--- src/rtl/core/balloc_ram.sv ---
// generic single-port-write, single-port-read ram with registered read data
// no dependencies
`default_nettype none

module balloc_ram #(
   parameter int WIDTH = 8,
   parameter int DEPTH = 16,
   localparam int ADDR_W = (DEPTH > 1) ? $clog2(DEPTH) : 1
) (
   input  wire logic              clock,
   input  wire logic              wr_en,
   input  wire logic [ADDR_W-1:0] wr_addr,
   input  wire logic [WIDTH-1:0]  wr_data,
   input  wire logic              rd_en,
   input  wire logic [ADDR_W-1:0] rd_addr,
   output      logic [WIDTH-1:0]  rd_data
);

   logic [WIDTH-1:0] mem [DEPTH];

   always_ff @(posedge clock) begin
      if (wr_en) begin
         mem[wr_addr] <= wr_data;
      end
      if (rd_en) begin
         rd_data <= mem[rd_addr];
      end
   end

endmodule

`default_nettype wire
--- config.mk ---
export PLATFORM = sky130hd
export DESIGN_NAME = balloc_ram
export DESIGN_NICKNAME = d
export VERILOG_FILES = /design/src/rtl/core/balloc_ram.sv
export SDC_FILE = /design/constraint.sdc
export NUM_CORES = 1
export LEC_CHECK = 0
export ABC_AREA = 1
export BUFFER_PORTS_ARGS = -buffer_cell sky130_fd_sc_hd__buf_2
export CAP_MARGIN = 20
export CORE_MARGIN = 2
export CORE_UTILIZATION = 60
export CTS_BUF_LIST = sky130_fd_sc_hd__clkbuf_8 sky130_fd_sc_hd__clkbuf_16
export CTS_CLUSTER_SIZE = 25
export DETAILED_ROUTE_END_ITERATION = 10
export PLACE_DENSITY = 0.83
export SLEW_MARGIN = 10
export SYNTH_ARGS = -nofsm -noshare
export SYNTH_HDL_FRONTEND = slang
export SYNTH_SLANG_ARGS = --single-unit
--- constraint.sdc ---
create_clock -name clock -period 2.7 [get_ports clock]
set_input_delay 0.27 -clock clock [delete_from_list [all_inputs] [get_ports clock]]
set_output_delay 0.27 -clock clock [all_outputs]
set_load 0.02 [all_outputs]
## After elaboration in Yosys (flattened, before gate mapping)

Memories as Yosys holds them, arrays and structs flattened. A register that Yosys moved wholly into a read port is not among the register bits.
Index checks and enable logic that the tools add are counted.
W data, S select, Z words.

- Output and inout port bits: 8
- Memories: 1
- Register bits: 0
- Memory bits (writable): 128

Memories:

| memory | depth | bits a word | read ports | clocked after Yosys merged registers in | wr ports | line | text |
|---|---|---|---|---|---|---|---|
| mem | 16 | 8 | 1 | 1 | 1 | 19 | `logic [WIDTH-1:0] mem [DEPTH];` |

- Muxes and demuxes: 2

Operators by type and width:

| kind | count |
|---|---|
| $mux W1 | 2 |

## Logic depth before layout (Yosys ltp)

Gate-level depths: netlist of the first run.

- Depth in word-level cells: 2
- Depth in mapped cells: 8

## Worst setup path after synthesis of the first run

Ideal clock, no wire load.

- Path kind: input to register
- Start point: input wr_addr[2]
- End point: memory mem[10][0], enable pin
- Data required time: 2330 ps
- Data arrival time: 851 ps
- Setup time: 370 ps
- Setup slack: 1479 ps
- Stages on the path: 2
- Cells stage by stage: nand3b_1 nor2_1

RTL lines:

| item | line | text |
|---|---|---|
| start, declared | 12 | `input wire logic [ADDR_W-1:0] wr_addr,` |
| end, declared | 19 |  |

No word-level cell before the write port.

## Worst setup path in the final report of the first run

- Start point: register rd_data[1], read port of mem
- End point: output rd_data[1]

RTL lines:

| item | line | text |
|---|---|---|
| start, declared | 16 | `output logic [WIDTH-1:0] rd_data` |

No word-level cell between the ends.

==> results_dict.tcl, run 1 <==
set metrics [dict create \
    yosysWarningCount 0 \
    antenna_found_initial 0 \
    gr-usage-all-layers 0.253 \
    setup_viol_count_final 0 \
    ir_drop_mv 0.529 \
    vias_per_cell 5.36 \
    num_vias 3848 \
    cts_root_buf "clkbuf_8" \
    slew_headroom 0.431 \
    timing.final.crit_share 0.513 \
    fp.dieH_um 103 \
    post_cts_buffers 0 \
    cts_buffers 17 \
    fmax_ghz 0.722 \
    worstSetupPathType "register to output port" \
    min_period_ns 1.39 \
    drt_iter0_markers 364 \
    final_cell_mix "nand2_1, edfxtp_1, inv_1" \
    clockBufferDepth 2 \
    arrival_ns 1.12 \
    row_count 36 \
    dieArea_um2 10600 \
    crit_fanout 1 \
    placed_cells 690 \
    post_drt_wl_per_cell_um 17.1 \
    ys_seq_area_frac 0.698 \
    outcome "completed" \
    synth_cell_type_count 11 \
    power_density_nw_per_um2 709 \
    port_buffers 26 \
    layout_commonest_cell "nand2_1" \
    crit_chain "buf_2" \
    insertion_delay_ns 0.52 \
    netlist_instances 551 \
    grt_max_degree 65 \
    grt_pass1_wl_um 18700 \
    drc 0 \
    tritoncts "yes" \
    rrSetupSlack_ns 1.49 \
    critPathLaunchType "register" \
    final_nets 595 \
    synth.avg_cell_area_um2 10.6 \
    grt_pass1_vias 3604 \
    min_path_type "input port to register" \
    drtPass1Iterations 5 \
    cts-resized-gates 0 \
    grt_overflow 0 \
    finalClockSkew_ns 0.00602 \
    worstSetupEndpointType "output port" \
    dpl.hpwl_um 7540 \
    antenna_left 0 \
    hold_buffers 0 \
    start_util 0.609 \
    clkSinkCount 136 \
    layout-drive-gt1-share 0.0906 \
    die_width_um 103 \
    total_power_mw 4.61 \
    yosys_register_bits 136 \
    leakagePower_nw 2.81 \
    rsz0062_at_grt "no" \
    antenna-diode-count 0 \
    drv_slew 0 \
    crit_required_ns 2.43 \
    max_cap_viol_count 0 \
    critical_path.slowest_cell "edfxtp_1" \
    core_um2 9590 \
    tightest_slew_ns 0.851 \
    area_growth_pct 11.3 \
    slowest_delay_ns 0.41 \
    path_delay_family "flip-flops" \
    final_cells 718 \
    clk_pin_slew_ns 0.05 \
    hold_violations 0 \
    gp_congestion 0.924 \
    cts-htree-levels 4 \
    syn-num-nets 570 \
    syn_area_um2 5850 \
    boundaryPins 27 \
    drt_wl_total_um 12300 \
    crit_buf_inv 1 \
    tns_ns 0 \
]
==> path summary, 6_finish.rpt <==
| check | end | depth (start not counted) | startpoint |
|---|---|---|---|
| min | rd_data[5] | 1 | rd_en |
| min reg2reg | rd_data[2] | 6 | mem[13][2] |
| max reg2reg | rd_data[4] | 6 | mem[5][4] |
| max | rd_data[1] | 1 | rd_data[1] |
==> metrics by stage <==
| stage | instance area [um2] | hold WS (ns) | util | setup slack, ns |
|---|---|---|---|---|
| final | 6510 | 0.120 | 0.678 | 1.31 |
| after detailed placement | 6020 | 0.647 | 0.627 | 0.929 |
| after floorplan | 5850 | 0.369 | - | 1.48 |
| after CTS | 6510 | 0.101 | 0.678 | 1.30 |
| after global placement | 6020 | 0.643 | 0.627 | 0.967 |
| after global routing | 6510 | 0.107 | 0.678 | 1.29 |
==> area by class of cell <==
type / instances / area [um2]
flip-flops and latches: 136 / 4080
clock buffers: 17 / 414
repair buffers: 30 / 173
multi-input cells: 289 / 1210
fillers: 676 / 3090
inverters: 102 / 383
well taps: 133 / 166
clock inverters: 11 / 73.8
==> cells by family (layout without fill, tap and decap cells) <==
family	after synthesis	in the layout	synth area share
buf+inv	126	160	0.0939
flops	136	136	0.698
simple gates	289	289	0.208
==> where the power goes <==
group          switching (mW)  leakage, nW  internal [mW]  total, mW
registers              0.0133         1.24           2.38       2.39
clock network           0.765        0.256           1.17       1.93
logic                   0.209         1.32         0.0762      0.285
total                   0.988         2.81           3.62       4.61
==> synthesized netlist by cell type <==
master | n | area share
nand2_1 | 173 | 0.11
edfxtp_1 | 136 | 0.70
inv_1 | 100 | 0.064
nand3_1 | 97 | 0.083
nor2_1 | 17 | 0.011
buf_2 | 13 | 0.011
buf_6 | 6 | 0.012
buf_4 | 4 | 0.0051
inv_2 | 2 | 0.0013
nand3b_1 | 2 | 0.0026
buf_1 | 1 | 0.00064
==> worst register-to-register path, cell delays in order, from the launching register on <==
cell and delay (ns):
edfxtp_1 0.37, inv_1 0.06, nand2_1 0.04, nand3_1 0.10
nand3_1 0.11, nand3_1 0.17, nand2_1 0.10
==> state kept, by name, summed over array words and instances, names as in the netlist <==
register and flops:
mem 128, rd_data 8
==> layer usage <==
layer,share of wire,track usage,routed length [um]
met1,0.40,0.328,4970
met2,0.49,0.411,5980
met3,0.077,0.0617,952
met4,0.032,0.112,389
met5,0,0,0
(Power assumes the default switching activity.)
==> run 2, diff against run 1 <==
Settings changed: CORE_UTILIZATION 60 to 55, PLACE_DENSITY 0.83 to 0.8.
Clock period 2.7 ns to 1.11 ns, I/O delays scaled along.
==> results_dict.tcl, run 2 (same netlist as run 1, synthesis figures left out) <==
set metrics [dict create \
    critical_path.slowest_cell "edfxtp_1" \
    setup_viol_count_final 11 \
    vias_per_cell 5.46 \
    crit_buf_inv 1 \
    antenna_left 0 \
    worstSetupEndpointType "output port" \
    port_buffers 26 \
    dpl.hpwl_um 8280 \
    p_comb_frac 0.078 \
    gp_congestion 0.937 \
    boundaryPins 27 \
    drt_wl_total_um 13700 \
    tightest_slew_ns 0.622 \
    clk_pin_slew_ns 0.06 \
    timing.final.crit_share 1.12 \
    largest_reg_flops 128 \
    insertion_delay_ns 0.52 \
    grt_overflow 0 \
    area_growth_pct 20.1 \
    crit_fanout 1 \
    drtPass1Iterations 5 \
    p_int_mw 8.73 \
    row_count 37 \
    cts_root_buf "clkbuf_8" \
    clockBufferDepth 2 \
    seqPwrFrac 0.516 \
    drv_slew 0 \
    reg.largest.list "mem (128), rd_data (8)" \
    clkSinkCount 136 \
    drt_iter0_markers 484 \
    start_util 0.566 \
    min_path_type "input port to register" \
    leakagePower_nw 3.05 \
    clkPwrFrac 0.406 \
    arrival_ns 1.13 \
    placed_cells 717 \
    layout-drive-gt1-share 0.212 \
    core_um2 10300 \
    grt_pass1_wl_um 20900 \
    num_vias 4098 \
    outcome "complete, but fails checks" \
    tritoncts "yes" \
    cts_buffers 17 \
    grt_pass1_vias 3911 \
    cts-htree-levels 4 \
    post_drt_wl_per_cell_um 18.3 \
    max_cap_viol_count 0 \
    drc 0 \
    finalClockSkew_ns 0.00590 \
    final_cell_mix "nand2_1, edfxtp_1, inv_1" \
    final.setup.worst_slack_ns -0.134 \
    holdWs_ns 0.0141 \
    final_cells 750 \
    final_nets 621 \
    fp.dieH_um 107 \
    total_power_mw 11.3 \
    crit_required_ns 1.00 \
    layout_commonest_cell "nand2_1" \
    slowest_delay_ns 0.45 \
    antenna_found_initial 0 \
    fmax_ghz 0.804 \
    grt_max_degree 33 \
    regMostFlops "mem" \
    ir_drop_mv 1.04 \
    switching_share 0.228 \
    die_width_um 107 \
    p_switching_mw 2.58 \
    worstSetupPathType "register to output port" \
    critPathLaunchType "register" \
    slew_headroom 0.585 \
    tns_ns -0.871 \
    dieArea_um2 11500 \
    crit_chain "buf_6" \
    path_delay_family "flip-flops" \
    rsz0062_at_grt "yes" \
    violations "setup timing" \
    power_density_nw_per_um2 1610 \
    antenna-diode-count 0 \
    fin_util 0.680 \
    min_period_ns 1.24 \
    hold_violations 0 \
    gr-usage-all-layers 0.250 \
]
-- run 2: cell types whose count changed in the layout (fill, tap and decap cells not counted), sizes merged --
| cell | previous run | this run |
|---|---|---|
| inv | 107 | 105 |
| buf | 30 | 54 |
| clkinvlp | 1 | 2 |
| dlygate4sd3 | 0 | 2 |
| bufinv | 1 | 0 |
| clkinv | 4 | 9 |
-- run 2: power groups by stage --
stage / Sequential, mW / Combinational, mW / Clock (mW)
2_1_floorplan: 5.95 / 0.406 / 0
3_3_place_gp: 5.93 / 0.724 / 0
3_5_place_dp: 5.93 / 0.742 / 0
4_1_cts: 5.83 / 0.791 / 4.62
5_1_grt: 5.84 / 0.948 / 4.81
6_report: 5.84 / 0.877 / 4.59
-- run 2: area by class of cell --
| class | instances | area, um2 |
|---|---|---|
| Sequential cell | 136 | 4080 |
| Inverter | 102 | 383 |
| Timing Repair Buffer | 56 | 460 |
| Fill cell | 691 | 3300 |
| Multi-Input combinational cell | 289 | 1440 |
| Clock buffer | 17 | 414 |
| Clock inverter | 14 | 71.3 |
| Tap cell | 136 | 170 |
-- run 2: metal layers --
metal | share of wire | GRT usage | up-vias
met5 | 0 | 0 | -
met1 | 0.39 | 0.347 | 1925
met4 | 0.029 | 0.110 | 0
li1 | - | - | 1885
met3 | 0.098 | 0.0517 | 34
met2 | 0.48 | 0.385 | 254
-- run 2: worst paths after layout --
check / cells after the start / slack, ns / end / start
setup / recovery: 1 / -0.13 / rd_data[0] / rd_data[0]
hold / removal: 1 / 0.01 / mem[4][5] / wr_data[5]
setup reg to reg: 6 / -0.02 / rd_data[5] / mem[9][5]
hold reg to reg: 6 / 0.78 / rd_data[0] / mem[7][0]
-- run 2: what timing repair did --
action / CTS / global route
hold buffers: 2 / 0
buffers inserted: 0 / 0
endpoints found under the setup margin: 12 / 16
pin swaps: 2 / 28
hold endpoints to repair: 9 / 0
resized for setup: 22 / 44
-- run 2: stage by stage --
step,setup WS [ns],area [um2]
2_1_floorplan,0.0482,5850
3_3_place_gp,-0.155,6240
3_5_place_dp,-0.176,6240
4_1_cts,-0.132,6830
5_1_grt,-0.142,7020
6_report,-0.134,7020
==> run 3, diff against run 2 <==
Settings changed: CORE_UTILIZATION 55 to 40, PLACE_DENSITY 0.8 to 0.63.
==> results_dict.tcl, run 3 (same netlist as run 1, synthesis figures left out) <==
set metrics [dict create \
    outcome "complete, but fails checks" \
    violations "setup timing" \
    critPathLaunchType "register" \
    crit_required_ns 1.00 \
    critical_path.slowest_cell "edfxtp_1" \
    drt_wl_total_um 13800 \
    ir_drop_mv 1.21 \
    grt_overflow 0 \
    min_to "rd_data[4]" \
    row_count 44 \
    drv_slew 0 \
    clk_pin_slew_ns 0.06 \
    antenna_found_initial 0 \
    power_density_nw_per_um2 1700 \
    worstSetupPathType "register to output port" \
    insertion_delay_ns 0.41 \
    slew_headroom 0.719 \
    cts_buffers 17 \
    gp_congestion 0.909 \
    post_drt_wl_per_cell_um 17.2 \
    rrSetupSlack_ns 0 \
    layout_commonest_cell "nand2_1" \
    layout-drive-gt1-share 0.240 \
    final.setup.worst_slack_ns -0.0305 \
    fin_util 0.506 \
    slowest_delay_ns 0.45 \
    timing.final.crit_share 1.03 \
    clkSinkCount 136 \
    tightest_slew_ns 0.421 \
    rsz0062_at_grt "yes" \
    worstSetupEndpointType "output port" \
    total_power_mw 12.4 \
    gr-usage-all-layers 0.183 \
    min_period_ns 1.14 \
    port_buffers 26 \
    arrival_ns 1.03 \
    hold_violations 0 \
    cts_root_buf "clkbuf_16" \
    antenna_left 0 \
    seq_area_um2 4080 \
    r2r-start "mem[13][4]" \
    ff2ff_path_depth 6 \
    leakagePower_nw 3.14 \
    setup_viol_count_final 4 \
    grt_pass1_wl_um 21500 \
    fp.dieH_um 125 \
    min_path_cells 1 \
    n_fill_cell 1250 \
    finalClockSkew_ns 0.00490 \
    vias_per_cell 4.90 \
    crit_fanout 1 \
    dieArea_um2 15600 \
    drt_iter0_markers 431 \
    core_um2 14400 \
    crit_buf_inv 1 \
    grt_max_degree 65 \
    max_cap_viol_count 0 \
    clockBufferDepth 2 \
    crit_chain "buf_6" \
    fmax_ghz 0.877 \
    reg.largest.list "mem (128), rd_data (8)" \
    antenna-diode-count 0 \
    worst_r2r_endpoint "rd_data[4]" \
    die_width_um 125 \
    tritoncts "yes" \
    min_path_type "input port to register" \
    multi_input_area_um2 1500 \
    area_growth_pct 24.7 \
    drtPass1Iterations 5 \
    path_delay_family "flip-flops" \
    dpl.hpwl_um 8700 \
    cts-htree-levels 4 \
    regMostFlops "mem" \
    final_nets 623 \
    drc 0 \
    grt_pass1_vias 3892 \
    holdWs_ns 0.0692 \
    hold_path_startpoint "rd_en" \
    num_vias 3925 \
    final_cell_mix "nand2_1, edfxtp_1, inv_1" \
    start_util 0.405 \
    largest_reg_flops 128 \
    boundaryPins 27 \
]
[run 3: report_power, final]
part           switching (mW)  total [mW]  internal [mW]
clock                    2.14        5.67           3.53
sequential             0.0453        5.83           5.79
combinational           0.587       0.894          0.307
[run 3: worst max-delay path by stage]
stage,startpoint,endpoint,slack (ns),cells after the start
6_report,rd_data[3],rd_data[3],-0.03,1
3_5_place_dp,rd_addr[0],rd_data[4],-0.21,7
5_1_grt,rd_data[7],rd_data[7],-0.05,1
3_3_place_gp,rd_addr[0],rd_data[4],-0.22,7
2_1_floorplan,wr_addr[3],mem[4][0],0.05,2
4_1_cts,rd_data[7],rd_data[7],-0.04,1
[run 3: layout make-up]
class                   count  share of cell area
clock buffers              17              0.0583
repair buffers             58              0.0671
multi-input cells         289               0.206
clock inverters            15              0.0245
well taps                 184              0.0316
flip-flops and latches    136               0.560
inverters                 102              0.0525
[run 3: repair_timing]
action,in CTS,in global routing
pin swaps,0,27
hold buffers,0,0
gates resized for setup,21,52
setup endpoints to repair,12,15
buffers inserted,0,0
[run 3: stage by stage]
stage | cell area, um2 | TNS (ns) | setup slack, ns | cells
final | 7290 | -0.0657 | -0.0305 | 801
after CTS | 7040 | -0.157 | -0.0382 | 801
after global routing | 7290 | -0.416 | -0.0548 | 801
after floorplan | 5850 | 0 | 0.0482 | 551
after global placement | 6360 | -2.24 | -0.221 | 769
after detailed placement | 6360 | -2.75 | -0.214 | 769
[run 3: per-layer routing]
metal	track usage	vias to the layer above	part of all wire
li1	-	1887	-
met1	0.238	1881	0.42
met2	0.295	131	0.50
met3	0.0455	26	0.061
met4	0.0797	0	0.022
met5	0	-	0
